<file path="src/rtl/u8d_pkg.sv">
// Package: shared input word type and byte-class constants for the UTF-8 stream decoder.
`default_nettype none

package u8d_pkg;

   localparam int BYTE_W    = 8;
   localparam int CP_W      = 21;
   localparam int PARTIAL_W = 15;
   localparam int PEND_W    = 2;
   localparam int CONT_W    = 6;

   localparam logic [BYTE_W-1:0] LEAD_2_LO = 8'hc0;
   localparam logic [BYTE_W-1:0] LEAD_2_HI = 8'hdf;
   localparam logic [BYTE_W-1:0] LEAD_3_HI = 8'hef;
   localparam logic [BYTE_W-1:0] LEAD_4_HI = 8'hf7;

   localparam logic [PEND_W-1:0] PEND_NONE = 2'd0;
   localparam logic [PEND_W-1:0] PEND_ONE  = 2'd1;
   localparam logic [PEND_W-1:0] PEND_TWO  = 2'd2;
   localparam logic [PEND_W-1:0] PEND_THREE = 2'd3;

   // Registered input word handed from the input stage to the decoder.
   typedef struct packed {
      logic              valid;
      logic [BYTE_W-1:0] in_byte;
      logic              end_of_string;
   } in_word_type;

endpackage

`default_nettype wire

</file>
<file path="src/rtl/u8d_if.sv">
// Interfaces: byte request channel and code point response channel.
`default_nettype none

interface u8d_req_if
   import u8d_pkg::*;
   ();
   logic              valid;
   logic              ready;
   logic [BYTE_W-1:0] in_byte;
   logic              end_of_string;

   modport source (output valid, output in_byte, output end_of_string, input ready);
   modport sink   (input valid, input in_byte, input end_of_string, output ready);
endinterface

interface u8d_rsp_if
   import u8d_pkg::*;
   ();
   logic            valid;
   logic            ready;
   logic [CP_W-1:0] code_point;
   logic            error;
   logic            string_done;

   modport source (output valid, output code_point, output error, output string_done,
                   input ready);
   modport sink   (input valid, input code_point, input error, input string_done,
                   output ready);
endinterface

`default_nettype wire

</file>
<file path="src/rtl/u8d_in_stage.sv">
// Input register: captures one byte word and holds it until the decoder takes it.
`default_nettype none

module u8d_in_stage
   import u8d_pkg::*;
(
   input  wire logic  clock,
   input  wire logic  reset,
   u8d_req_if.sink    req_chan,
   input  wire logic  take,
   output in_word_type word
);

   logic              valid_ff, valid_in;
   logic [BYTE_W-1:0] byte_ff;
   logic              eos_ff;
   logic              accept;

   assign req_chan.ready = !valid_ff || take;
   assign accept         = req_chan.valid && req_chan.ready;
   assign valid_in       = accept || (valid_ff && !take);

   always_ff @(posedge clock) begin
      if (reset) begin
         valid_ff <= 1'b0;
      end else begin
         valid_ff <= valid_in;
      end
   end

   always_ff @(posedge clock) begin
      if (accept) begin
         byte_ff <= req_chan.in_byte;
         eos_ff  <= req_chan.end_of_string;
      end
   end

   assign word.valid         = valid_ff;
   assign word.in_byte       = byte_ff;
   assign word.end_of_string = eos_ff;

endmodule

`default_nettype wire

</file>
<file path="src/rtl/u8d_decode.sv">
// Decoder: sequence state, per-byte decode and the response register.
`default_nettype none

module u8d_decode
   import u8d_pkg::*;
(
   input  wire logic  clock,
   input  wire logic  reset,
   input  wire in_word_type word,
   output logic       take,
   u8d_rsp_if.source  rsp_chan
);

   logic [PEND_W-1:0]    pend_ff, pend_in;
   logic [PARTIAL_W-1:0] part_ff, part_in;
   logic                 disc_ff, disc_in;

   logic                 out_valid_ff, out_valid_in;
   logic [CP_W-1:0]      cp_ff, cp_in;
   logic                 err_ff, err_in;
   logic                 done_ff, done_in;

   logic                 emit;
   logic [CP_W-1:0]      wide;
   logic [PEND_W-1:0]    pend_dec;
   logic [BYTE_W-1:0]    b;
   logic                 eos;

   assign take = word.valid && (!out_valid_ff || rsp_chan.ready);
   assign b    = word.in_byte;
   assign eos  = word.end_of_string;
   assign wide = {part_ff, b[CONT_W-1:0]};
   assign pend_dec = pend_ff - PEND_ONE;

   always_comb begin
      emit    = 1'b0;
      cp_in   = '0;
      err_in  = 1'b0;
      done_in = eos;
      pend_in = pend_ff;
      part_in = part_ff;
      disc_in = disc_ff;
      if (disc_ff) begin
         if (eos) begin
            disc_in = 1'b0;
         end
      end else if (pend_ff != PEND_NONE) begin
         pend_in = pend_dec;
         if (pend_dec == PEND_NONE) begin
            part_in = '0;
            emit    = 1'b1;
            cp_in   = wide;
         end else if (eos) begin
            // truncated mid-sequence
            pend_in = PEND_NONE;
            part_in = '0;
            emit    = 1'b1;
            err_in  = 1'b1;
            done_in = 1'b1;
         end else begin
            part_in = wide[PARTIAL_W-1:0];
         end
      end else if (!b[BYTE_W-1]) begin
         emit  = 1'b1;
         cp_in = {{(CP_W-BYTE_W+1){1'b0}}, b[BYTE_W-2:0]};
      end else if (b < LEAD_2_LO || b > LEAD_4_HI || eos) begin
         // stray continuation, bad lead, or lead on the last byte
         pend_in = PEND_NONE;
         part_in = '0;
         disc_in = !eos;
         emit    = 1'b1;
         err_in  = 1'b1;
         done_in = 1'b1;
      end else if (b <= LEAD_2_HI) begin
         pend_in = PEND_ONE;
         part_in = {{(PARTIAL_W-5){1'b0}}, b[4:0]};
      end else if (b <= LEAD_3_HI) begin
         pend_in = PEND_TWO;
         part_in = {{(PARTIAL_W-4){1'b0}}, b[3:0]};
      end else begin
         pend_in = PEND_THREE;
         part_in = {{(PARTIAL_W-3){1'b0}}, b[2:0]};
      end
   end

   assign out_valid_in = (take && emit) || (out_valid_ff && !rsp_chan.ready);

   always_ff @(posedge clock) begin
      if (reset) begin
         pend_ff      <= PEND_NONE;
         part_ff      <= '0;
         disc_ff      <= 1'b0;
         out_valid_ff <= 1'b0;
      end else begin
         out_valid_ff <= out_valid_in;
         if (take) begin
            pend_ff <= pend_in;
            part_ff <= part_in;
            disc_ff <= disc_in;
         end
      end
   end

   always_ff @(posedge clock) begin
      if (take && emit) begin
         cp_ff   <= cp_in;
         err_ff  <= err_in;
         done_ff <= done_in;
      end
   end

   assign rsp_chan.valid       = out_valid_ff;
   assign rsp_chan.code_point  = cp_ff;
   assign rsp_chan.error       = err_ff;
   assign rsp_chan.string_done = done_ff;

endmodule

`default_nettype wire

</file>
<file path="src/rtl/utf8_stream_decoder.sv">
// Top level: streaming UTF-8 byte to code point decoder.
//
//   channel    dir  payload                               word
//   req_chan   in   in_byte[7:0], end_of_string           one string byte
//   rsp_chan   out  code_point[20:0], error, string_done  zero or one per byte
//
// One byte per clock sustained while rsp_chan.ready holds; an accepted byte passes
// through the input register, and its result, if any, into the response register.
// Synchronous reset clears the sequence state and both valid flags.
// A stalled response holds the decoder; the input register then holds one byte
// and req_chan.ready follows rsp_chan.ready.
`default_nettype none

module utf8_stream_decoder
   import u8d_pkg::*;
(
   input  wire logic clock,
   input  wire logic reset,
   u8d_req_if.sink   req_chan,
   u8d_rsp_if.source rsp_chan
);

   in_word_type word;
   logic        take;

   u8d_in_stage u_in_stage (
      .clock    (clock),
      .reset    (reset),
      .req_chan (req_chan),
      .take     (take),
      .word     (word)
   );

   u8d_decode u_decode (
      .clock    (clock),
      .reset    (reset),
      .word     (word),
      .take     (take),
      .rsp_chan (rsp_chan)
   );

endmodule

`default_nettype wire

</file>
<file path="src/flat_wrapper.sv">
// flat-port wrapper written by rule: the top's interface ports become plain ports
module utf8_stream_decoder_flat import u8d_pkg::*;
  (clock, reset, req_chan_valid, req_chan_in_byte, req_chan_end_of_string, req_chan_ready, rsp_chan_valid, rsp_chan_code_point, rsp_chan_error, rsp_chan_string_done, rsp_chan_ready);
  u8d_req_if req_chan_i ();
  u8d_rsp_if rsp_chan_i ();
  input  wire logic clock;
  input  wire logic reset;
  input wire logic [$bits(req_chan_i.valid)-1:0] req_chan_valid;
  input wire logic [$bits(req_chan_i.in_byte)-1:0] req_chan_in_byte;
  input wire logic [$bits(req_chan_i.end_of_string)-1:0] req_chan_end_of_string;
  output wire logic [$bits(req_chan_i.ready)-1:0] req_chan_ready;
  output wire logic [$bits(rsp_chan_i.valid)-1:0] rsp_chan_valid;
  output wire logic [$bits(rsp_chan_i.code_point)-1:0] rsp_chan_code_point;
  output wire logic [$bits(rsp_chan_i.error)-1:0] rsp_chan_error;
  output wire logic [$bits(rsp_chan_i.string_done)-1:0] rsp_chan_string_done;
  input wire logic [$bits(rsp_chan_i.ready)-1:0] rsp_chan_ready;
  assign req_chan_i.valid = req_chan_valid;
  assign req_chan_i.in_byte = req_chan_in_byte;
  assign req_chan_i.end_of_string = req_chan_end_of_string;
  assign req_chan_ready = req_chan_i.ready;
  assign rsp_chan_valid = rsp_chan_i.valid;
  assign rsp_chan_code_point = rsp_chan_i.code_point;
  assign rsp_chan_error = rsp_chan_i.error;
  assign rsp_chan_string_done = rsp_chan_i.string_done;
  assign rsp_chan_i.ready = rsp_chan_ready;
  utf8_stream_decoder u_core (.clock(clock), .reset(reset), .req_chan(req_chan_i), .rsp_chan(rsp_chan_i));
endmodule
</file>
<file path="config.mk">
export PLATFORM = sky130hd
export DESIGN_NAME = utf8_stream_decoder_flat
export DESIGN_NICKNAME = d
export VERILOG_FILES = /design/src/rtl/u8d_pkg.sv /design/src/rtl/u8d_if.sv /design/src/rtl/u8d_in_stage.sv /design/src/rtl/u8d_decode.sv /design/src/rtl/utf8_stream_decoder.sv /design/src/flat_wrapper.sv
export SDC_FILE = /design/constraint.sdc
export NUM_CORES = 1
export LEC_CHECK = 0
export CAP_MARGIN = 20
export CORE_MARGIN = 4
export CORE_UTILIZATION = 45
export CTS_CLUSTER_SIZE = 20
export DETAILED_ROUTE_END_ITERATION = 7
export DONT_BUFFER_PORTS = 1
export PLACE_DENSITY_LB_ADDON = 0.25
export SYNTH_ARGS = -nofsm -noshare
export SYNTH_HDL_FRONTEND = slang
export SYNTH_SLANG_ARGS = --single-unit
</file>
<file path="constraint.sdc">
create_clock -name clock -period 3.2 [get_ports clock]
set_input_delay 0.64 -clock clock [delete_from_list [all_inputs] [get_ports clock]]
set_output_delay 0.64 -clock clock [all_outputs]
set_load 0.05 [all_outputs]
</file>
==> flow_metrics.env, run 1 <==
export IMPL_min_to="u_core.u_decode.rsp_chan.valid$_SDFF_PP0_"
export IMPL_vias_per_cell=5.60
export IMPL_fin_cells=232
export IMPL_first_pass_iters=4
export IMPL_final_hold_viol_count=0
export IMPL_drc_errors=0
export IMPL_post_cts_resized=0
export IMPL_start_kind="flop"
export IMPL_wl_um=3700
export IMPL_n_fill_cell=400
export IMPL_drive_gt1_share_pct=9.44
export IMPL_fin_nets=195
export IMPL_leakagePower_nw=0.771
export IMPL_power_density_nw_per_um2=594
export IMPL_die_x_um=76.5
export IMPL_synth_area_um2=2110
export IMPL_cts_sinks=52
export IMPL_max_clock_path_buffers=2
export IMPL_worst_setup_path_end_kind="flop"
export IMPL_tns_ps=0
export IMPL_cp_required_ps=3220
export IMPL_vdd_drop_max_mv=0.378
export IMPL_detail_route_antenna_nets=0
export IMPL_fp_dieH_um=76.5
export IMPL_dp_cells=224
export IMPL_cp_max_fo=15
export IMPL_area_growth_pct=6.87
export IMPL_num_rows=24
export IMPL_clk_pin_slew_ps=100
export IMPL_antenna_found_initial=0
export IMPL_grt_total_usage_pct=13.1
export IMPL_routedWlPerCell_um=16.0
export IMPL_min_period_ps=2580
export IMPL_synth_area_per_cell_um2=11.8
export IMPL_holdBufCountCts=0
export IMPL_seq_area_frac_synth_pct=64.5
export IMPL_layout_common_cells="edfxtp_1 (32), and2_1 (21), dfxtp_1 (20), nand2_1 (14), a21oi_1 (14)"
export IMPL_port_buffers=0
export IMPL_coreArea_um2=4440
export IMPL_holdCritStartpoint="reset"
export IMPL_start_util_pct=47.5
export IMPL_first_iter_violations=76
export IMPL_critPathKind="flop to flop"
export IMPL_post_cts_buffers=0
export IMPL_critical_path_arrival_ps=2600
export IMPL_hpwl_um=2680
export IMPL_rrSetupSlack_ps=620
export IMPL_slew_headroom_pct=49.3
export IMPL_async_flop_share_pct=0
export IMPL_antenna_cells=0
export IMPL_cts_inserted_buffers=5
export IMPL_grt_max_degree=21
export IMPL_setup_viol=0
export IMPL_finalCritPeriodShare_pct=80.6
export IMPL_rr_endpoint="u_core.u_decode.rsp_chan.code_point[13]$_SDFFCE_PP0P_"
export IMPL_synth_top_flop_cell="edfxtp_1"
export IMPL_fmax_mhz=388
export IMPL_synth_cells=179
export IMPL_hold_depth=1
export IMPL_hold_path_class="input pin to flop"
export IMPL_vias=1300
export IMPL_h_tree_depth=2
export IMPL_synth_edf_count=32
export IMPL_worst_pin_slew_ps=760
export IMPL_grt_overflow_total=0
export IMPL_cap_viol_max_count=0
export IMPL_ff2ff_path_depth=6
export IMPL_fin_skew_ps=11.2
export IMPL_finalMaxSlewViolations=0
export IMPL_gp_congestion=0.810
export IMPL_ioPinCount=38
export IMPL_clk_latency_ps=310
export IMPL_rsz0062_at_grt="no"
export IMPL_first_global_vias=1224
export IMPL_grt_pass1_wl_um=5970
export IMPL_synth_seq_cells=52
export IMPL_syn_nets=195
export IMPL_status="complete, no violations"
export IMPL_die_area_um2=5850
export IMPL_cts_tree="yes"
export IMPL_worstReg2RegStart="u_core.u_decode.pend_ff[0]$_SDFFE_PP0P_"
export IMPL_yosys_warnings=0
export IMPL_cts_root_buf="clkbuf_8"
export IMPL_synth_distinct_cells=35
export IMPL_final_common_cell="edfxtp_1"
final cells by class:
| class | instances | area, um2 | share of cell area (%) |
|---|---|---|---|
| Sequential cell | 52 | 1360 | 60.3 |
| Multi-Input combinational cell | 113 | 681 | 30.2 |
| Clock buffer | 7 | 108 | 4.77 |
| Tap cell | 52 | 65.1 | 2.88 |
| Inverter | 5 | 18.8 | 0.831 |
| Timing Repair Buffer | 2 | 15.0 | 0.665 |
| Clock inverter | 1 | 8.76 | 0.388 |
worst max-delay path by stage:
stage | slack [ps] | start | to | cells after the start
global route | 440 | u_core.u_decode.pend_ff[0]$_SDFFE_PP0P_ | u_core.u_decode.rsp_chan.code_point[10]$_SDFFCE_PP0P_ | 6
CTS | 600 | u_core.u_decode.pend_ff[0]$_SDFFE_PP0P_ | u_core.u_decode.rsp_chan.code_point[10]$_SDFFCE_PP0P_ | 6
global placement | 750 | u_core.u_decode.pend_ff[0]$_SDFFE_PP0P_ | u_core.u_decode.rsp_chan.error$_SDFFCE_PP0P_ | 6
detailed placement | 610 | u_core.u_decode.pend_ff[0]$_SDFFE_PP0P_ | u_core.u_decode.rsp_chan.code_point[10]$_SDFFCE_PP0P_ | 6
floorplan | 980 | u_core.u_decode.pend_ff[0]$_SDFFE_PP0P_ | u_core.u_decode.rsp_chan.code_point[0]$_SDFFCE_PP0P_ | 6
finish | 620 | u_core.u_decode.pend_ff[0]$_SDFFE_PP0P_ | u_core.u_decode.rsp_chan.code_point[13]$_SDFFCE_PP0P_ | 6
per-layer routing:
layer	up-vias	share of wire, %	global-route usage [%]
met5	-	0	0
met4	0	1.5	5.43
met3	6	4.5	3.66
met2	33	50	21.9
met1	622	44	15.8
li1	639	-	-
cell usage after synthesis, types with 2 or more instances:
cell        n  share of area (%)
dfxtp_1    20                 19
and2_1     21                6.2
inv_1       5               0.89
ha_1        3                1.8
nand4_1     4                1.2
o21ai_0     2               0.47
a21oi_2     2               0.83
buf_4       2               0.71
edfxtp_1   32                 45
clkbuf_1    4               0.71
nor3_1      3               0.71
a2bb2oi_1   4                1.7
nand3_1    12                2.8
nand2b_1    2               0.59
a21oi_1    14                3.3
nand2_1    14                2.5
and4b_1     2               0.95
a31oi_1     3               0.89
nor2_1     10                1.8
nor2b_1     4                1.2
buf_2       2               0.47
critical path, cell delays in order (launching register included):
cell	delay [ps]
dfxtp_1	420
inv_1	70
ha_1	300
and4b_1	260
a21oi_2	250
and3_1	700
buf_4	300
registers in the layout, indices dropped and copies added, names as in the netlist:
register,cells
u_core.u_in_stage.valid_ff,1
u_core.u_decode.rsp_chan.error,1
u_core.u_decode.rsp_chan.string_done,1
u_core.u_decode.disc_ff,1
u_core.u_in_stage.byte_ff,8
u_core.u_decode.rsp_chan.code_point,21
u_core.u_in_stage.eos_ff,1
u_core.u_decode.rsp_chan.valid,1
u_core.u_decode.part_ff,15
u_core.u_decode.pend_ff,2
report_power, final:
group | switching [mW] | leakage (nW) | internal [mW]
clock | 0.210 | 0.0596 | 0.224
combinational | 0.0577 | 0.241 | 0.0305
sequential | 0.0738 | 0.470 | 0.744
total | 0.342 | 0.771 | 0.999
cell families (layout without fill, tap and decap cells):
logic type,count (synthesis),after routing,share of synthesized area (%)
fa+ha+maj,3,3,1.78
flops,52,52,64.5
simple gates,80,80,21.3
compound gates,30,30,9.18
buf+inv,14,15,3.32
through the flow:
stage	area, um2	util (%)	worst slack, ps	total power, mW	hold WS (ps)
after floorplan	2110	-	980	0.904	427
after global placement	2140	48.2	754	0.918	434
after detailed placement	2140	48.2	609	0.923	434
after CTS	2260	50.8	598	1.36	370
after global routing	2260	50.8	437	1.39	368
final	2260	50.8	620	1.34	387
No activity file was read; power rests on OpenSTA's default activity.
==> run 2, diff against run 1 <==
==> constraint.sdc (replaced) <==
create_clock -name clock -period 2.3 [get_ports clock]
set_input_delay 0.46 -clock clock [delete_from_list [all_inputs] [get_ports clock]]
set_output_delay 0.46 -clock clock [all_outputs]
set_load 0.05 [all_outputs]
==> run 2 against run 1 <==
Sequential share of layout area down 0.37 points. Register-to-register slack worse by 360 ps. Largest power group unchanged. Routed wire length up 2.8%. Utilization up 0.31 points. Via count up 3.1%. Critical path depth unchanged. Global-route usage up 0.46 points. Hold slack worse by 170 ps. Clock power up 37%.
==> flow_metrics.env, run 2 (synthesis results as in run 1) <==
export IMPL_gp_congestion=0.985
export IMPL_drc_errors=0
export IMPL_clk_latency_ps=300
export IMPL_place_ws_ps=277
export IMPL_die_area_um2=5850
export IMPL_detail_route_antenna_nets=0
export IMPL_post_cts_resized=0
export IMPL_cts_inserted_buffers=5
export IMPL_max_stage_delay_ps=410
export IMPL_hpwl_um=2820
export IMPL_cp_max_fo=16
export IMPL_final_hold_viol_count=0
export IMPL_cts_root_buf="clkbuf_8"
export IMPL_min_period_ps=2040
export IMPL_status="complete, no violations"
export IMPL_fin_nets=198
export IMPL_worst_pin_slew_ps=709
export IMPL_rsz0062_at_grt="no"
export IMPL_power_density_nw_per_um2=821
export IMPL_cap_viol_max_count=0
export IMPL_fin_skew_ps=2.62
export IMPL_finalInstanceArea_um2=2270
export IMPL_antenna_cells=0
export IMPL_wl_um=3800
export IMPL_fin_ws_ps=263
export IMPL_antenna_found_initial=0
export IMPL_fmax_mhz=491
export IMPL_leakagePower_nw=0.781
export IMPL_place_area_um2=2160
export IMPL_path_cells="inv_1, ha_1, and4b_1, a21oi_2, and3_1, buf_4"
export IMPL_cpMaxStageDelayCell="dfxtp_1"
export IMPL_finalCritPeriodShare_pct=88.6
export IMPL_drive_gt1_share_pct=10.4
export IMPL_first_global_vias=1282
export IMPL_routedWlPerCell_um=16.2
export IMPL_largest_reg_flops=21
export IMPL_grt_total_usage_pct=13.5
export IMPL_critPathKind="flop to flop"
export IMPL_critical_path_arrival_ps=2040
export IMPL_ioPinCount=38
export IMPL_finalMaxSlewViolations=0
export IMPL_holdWs_ps=219
export IMPL_post_cts_buffers=0
export IMPL_die_x_um=76.5
export IMPL_worst_setup_path_end_kind="flop"
export IMPL_start_util_pct=47.5
export IMPL_cts_sinks=52
export IMPL_vias_per_cell=5.70
export IMPL_setup_viol=0
export IMPL_tns_ps=0
export IMPL_final_common_cell="edfxtp_1"
export IMPL_grt_overflow_total=0
export IMPL_hold_path_class="input pin to flop"
export IMPL_port_buffers=0
export IMPL_cp_required_ps=2300
export IMPL_holdBufCountCts=0
export IMPL_coreArea_um2=4440
export IMPL_vias=1340
export IMPL_fp_dieH_um=76.5
export IMPL_n_fill_cell=399
export IMPL_h_tree_depth=2
export IMPL_layout_common_cells="edfxtp_1 (32), and2_1 (21), dfxtp_1 (20), nand2_1 (14), a21oi_1 (14)"
export IMPL_num_rows=24
export IMPL_vdd_drop_max_mv=0.355
export IMPL_start_kind="flop"
export IMPL_grt_max_degree=21
export IMPL_clk_pin_slew_ps=90
export IMPL_first_iter_violations=85
export IMPL_cts_tree="yes"
export IMPL_slew_headroom_pct=52.6
export IMPL_grt_pass1_wl_um=6230
export IMPL_area_growth_pct=7.52
export IMPL_max_clock_path_buffers=2
export IMPL_first_pass_iters=4
-- run 2: cell types whose count changed in the layout (fill, tap and decap cells not counted), sizes merged --
| cell | delta |
|---|---|
| buf | +3 |
| bufinv | +1 |
| clkbuf | -1 |
-- run 2: final cells by class --
| cell class | count | area (um2) | share of cell area, % |
|---|---|---|---|
| Inverter | 5 | 18.8 | 0.826 |
| Sequential cell | 52 | 1360 | 59.9 |
| Clock buffer | 6 | 72.6 | 3.20 |
| Timing Repair Buffer | 5 | 37.5 | 1.65 |
| Tap cell | 52 | 65.1 | 2.87 |
| Clock inverter | 2 | 35.0 | 1.54 |
| Multi-Input combinational cell | 113 | 681 | 30.0 |
-- run 2: layer usage --
metal	wire, um	up-vias	track usage, %	part of all wire [%]
met1	1700	639	17.8	45
met4	72	0	5.80	1.9
met2	1860	46	21.6	49
met5	0	-	0	0
met3	162	9	2.96	4.3
li1	-	646	-	-
-- run 2: per-stage QoR --
step	utilization, %	power, mW	cells
CTS	51.1	1.87	235
finish	51.1	1.86	235
floorplan	-	1.26	179
global placement	48.7	1.28	227
detailed placement	48.7	1.29	227
global route	51.1	1.94	235
-- run 2: power by group --
part,total (mW),internal [mW],leakage [nW],switching (mW)
sequential,1.14,1.03,0.470,0.100
clock,0.597,0.323,0.0552,0.274
combinational,0.132,0.0461,0.256,0.0856
-- run 2: worst paths after layout --
check | depth (start not counted) | start | slack, ps | end
setup / recovery | 6 | u_core.u_decode.pend_ff[0]$_SDFFE_PP0P_ | 260 | u_core.u_decode.rsp_chan.code_point[5]$_SDFFCE_PP0P_
hold / removal | 1 | reset | 220 | u_core.u_decode.part_ff[3]$_SDFFE_PP0P_
setup reg to reg | 6 | u_core.u_decode.pend_ff[0]$_SDFFE_PP0P_ | 260 | u_core.u_decode.rsp_chan.code_point[5]$_SDFFCE_PP0P_
hold reg to reg | 2 | u_core.u_decode.part_ff[14]$_SDFFE_PP0P_ | 440 | u_core.u_decode.part_ff[14]$_SDFFE_PP0P_
-- run 2: worst max-delay path, delay by kind of cell (launching register included) --
kind,cells,cell delay (ps)
flops,1,410
simple gates,2,470
buf+inv,2,290
fa+ha+maj,1,300
compound gates,1,250
==> run 3, diff against run 2 <==
==> constraint.sdc (replaced) <==
create_clock -name clock -period 2.3 [get_ports clock]
set_input_delay 0.46 -clock clock [delete_from_list [all_inputs] [get_ports clock]]
set_output_delay 0.46 -clock clock [all_outputs]
set_load 0.01 [all_outputs]
==> run 3 against run 2 <==
First-iteration DRC count increased by 32%. Largest cell class unchanged. Critical endpoint is now u_core.u_decode.rsp_chan.error$_SDFFCE_PP0P_. Final area grew 1.4%. Highest routed layer unchanged. Cell count down 0.85%. Clock power rose by 30%. Hold slack about the same.
==> flow_metrics.env, run 3 (synthesis results as in run 1) <==
export IMPL_fin_nets=196
export IMPL_hold_path_class="input pin to flop"
export IMPL_power_total_mw=1.97
export IMPL_grt_max_degree=21
export IMPL_dp_cells=225
export IMPL_cp_max_fo=16
export IMPL_wl_um=3720
export IMPL_first_global_vias=1321
export IMPL_clk_pin_slew_ps=90
export IMPL_fp_dieH_um=76.5
export IMPL_antenna_cells=0
export IMPL_start_kind="flop"
export IMPL_finalMaxSlewViolations=0
export IMPL_rr_endpoint="u_core.u_decode.rsp_chan.error$_SDFFCE_PP0P_"
export IMPL_h_tree_depth=2
export IMPL_cts_inserted_buffers=5
export IMPL_finalCritPeriodShare_pct=89.0
export IMPL_min_period_ps=2050
export IMPL_use_met1_pct=17.6
export IMPL_coreArea_um2=4440
export IMPL_place_ws_ps=261
export IMPL_max_stage_delay_ps=410
export IMPL_critPathKind="flop to flop"
export IMPL_holdWs_ps=219
export IMPL_power_density_nw_per_um2=857
export IMPL_start_util_pct=47.5
export IMPL_num_rows=24
export IMPL_cts_tree="yes"
export IMPL_final_core_util_pct=51.8
export IMPL_fin_cells=233
export IMPL_worst_setup_path_end_kind="flop"
export IMPL_post_cts_buffers=0
export IMPL_final_hold_viol_count=0
export IMPL_post_cts_resized=0
export IMPL_ioPinCount=38
export IMPL_leakagePower_nw=0.793
export IMPL_final_common_cell="edfxtp_1"
export IMPL_worstReg2RegStart="u_core.u_decode.pend_ff[0]$_SDFFE_PP0P_"
export IMPL_rrSetupSlack_ps=250
export IMPL_vias_per_cell=5.66
export IMPL_largest_reg_flops=21
export IMPL_holdBufCountCts=0
export IMPL_setup_viol=0
export IMPL_cap_viol_max_count=0
export IMPL_fmax_mhz=488
export IMPL_tns_ps=0
export IMPL_vdd_drop_max_mv=0.457
export IMPL_path_cells="inv_1, ha_1, and4b_1, a21oi_2, and3_1, buf_4"
export IMPL_first_iter_violations=112
export IMPL_status="complete, no violations"
export IMPL_fin_ws_ps=253
export IMPL_cts_sinks=52
export IMPL_grt_overflow_total=0
export IMPL_routedWlPerCell_um=15.9
export IMPL_die_x_um=76.5
export IMPL_ff2ff_path_depth=6
export IMPL_grt_pass1_wl_um=6330
export IMPL_cts_root_buf="clkbuf_8"
export IMPL_first_pass_iters=4
export IMPL_rsz0062_at_grt="no"
export IMPL_grt_use_met2_pct=21.9
export IMPL_hpwl_um=2740
export IMPL_antenna_found_initial=0
export IMPL_finalInstanceArea_um2=2300
export IMPL_fin_skew_ps=4.54
export IMPL_drive_gt1_share_pct=9.94
export IMPL_vias=1319
export IMPL_worst_pin_slew_ps=731
export IMPL_max_clock_path_buffers=2
export IMPL_place_area_um2=2150
export IMPL_port_buffers=0
export IMPL_area_growth_pct=9.00
export IMPL_gp_congestion=1.00
export IMPL_cpMaxStageDelayCell="dfxtp_1"
export IMPL_slew_headroom_pct=51.2
export IMPL_die_area_um2=5850
export IMPL_grt_total_usage_pct=13.5
export IMPL_cp_required_ps=2300
export IMPL_critical_path_arrival_ps=2040
export IMPL_startpoint="u_core.u_decode.pend_ff[0]$_SDFFE_PP0P_"
export IMPL_layout_common_cells="edfxtp_1 (32), and2_1 (21), dfxtp_1 (20), nand2_1 (14), a21oi_1 (14)"
export IMPL_drc_errors=0
export IMPL_busiest_layer="met2"
export IMPL_crit_end="u_core.u_decode.rsp_chan.error$_SDFFCE_PP0P_"
export IMPL_detail_route_antenna_nets=0
export IMPL_clk_latency_ps=300
export IMPL_grt_use_met3_pct=3.90
[run 3: cell count changes in the layout (fill, tap and decap cells not counted), sizes merged]
cell    before  now
buf          5    3
bufinv       1    2
clkinv       1    0
[run 3: area by class of cell]
type / count / area [um2]
sequential: 52 / 1360
multi-input combinational: 113 / 681
clock inverter: 2 / 60.1
inverter: 5 / 18.8
fill: 399 / 2140
tap: 52 / 65.1
clock buffer: 6 / 93.8
timing repair buffer: 3 / 22.5
[run 3: worst min path at each step]
stage	startpoint	to	slack, ps	cells past startpoint
final	reset	u_core.u_decode.part_ff[3]$_SDFFE_PP0P_	220	1
after global routing	reset	u_core.u_decode.part_ff[3]$_SDFFE_PP0P_	200	1
after CTS	reset	u_core.u_decode.part_ff[3]$_SDFFE_PP0P_	200	1
after detailed placement	u_core.u_decode.part_ff[11]$_SDFFE_PP0P_	u_core.u_decode.part_ff[11]$_SDFFE_PP0P_	430	2
after global placement	u_core.u_decode.part_ff[13]$_SDFFE_PP0P_	u_core.u_decode.part_ff[13]$_SDFFE_PP0P_	430	2
after floorplan	u_core.u_decode.part_ff[10]$_SDFFE_PP0P_	u_core.u_decode.part_ff[10]$_SDFFE_PP0P_	430	2
[run 3: worst max-delay path: cells and delay by family (launching register included)]
family | cells | cell delay [ps]
buffers and inverters | 2 | 300
AOI/OAI and AO/OA | 1 | 250
and+or+nand+nor | 2 | 480
adders and majority gates | 1 | 300
DFF | 1 | 410
[run 3: report_power, final]
| part | total [mW] | internal (mW) | switching (mW) |
|---|---|---|---|
| clock | 0.778 | 0.500 | 0.278 |
| combinational | 0.125 | 0.0443 | 0.0803 |
| sequential | 1.07 | 1.03 | 0.0373 |
[run 3: routing by layer]
layer / vias up / part of all wire [%] / wire (um)
li1: 643 / - / -
met1: 630 / 45 / 1660
met2: 37 / 49 / 1830
met3: 9 / 4.7 / 174
met4: 0 / 1.5 / 55
met5: - / 0 / 0
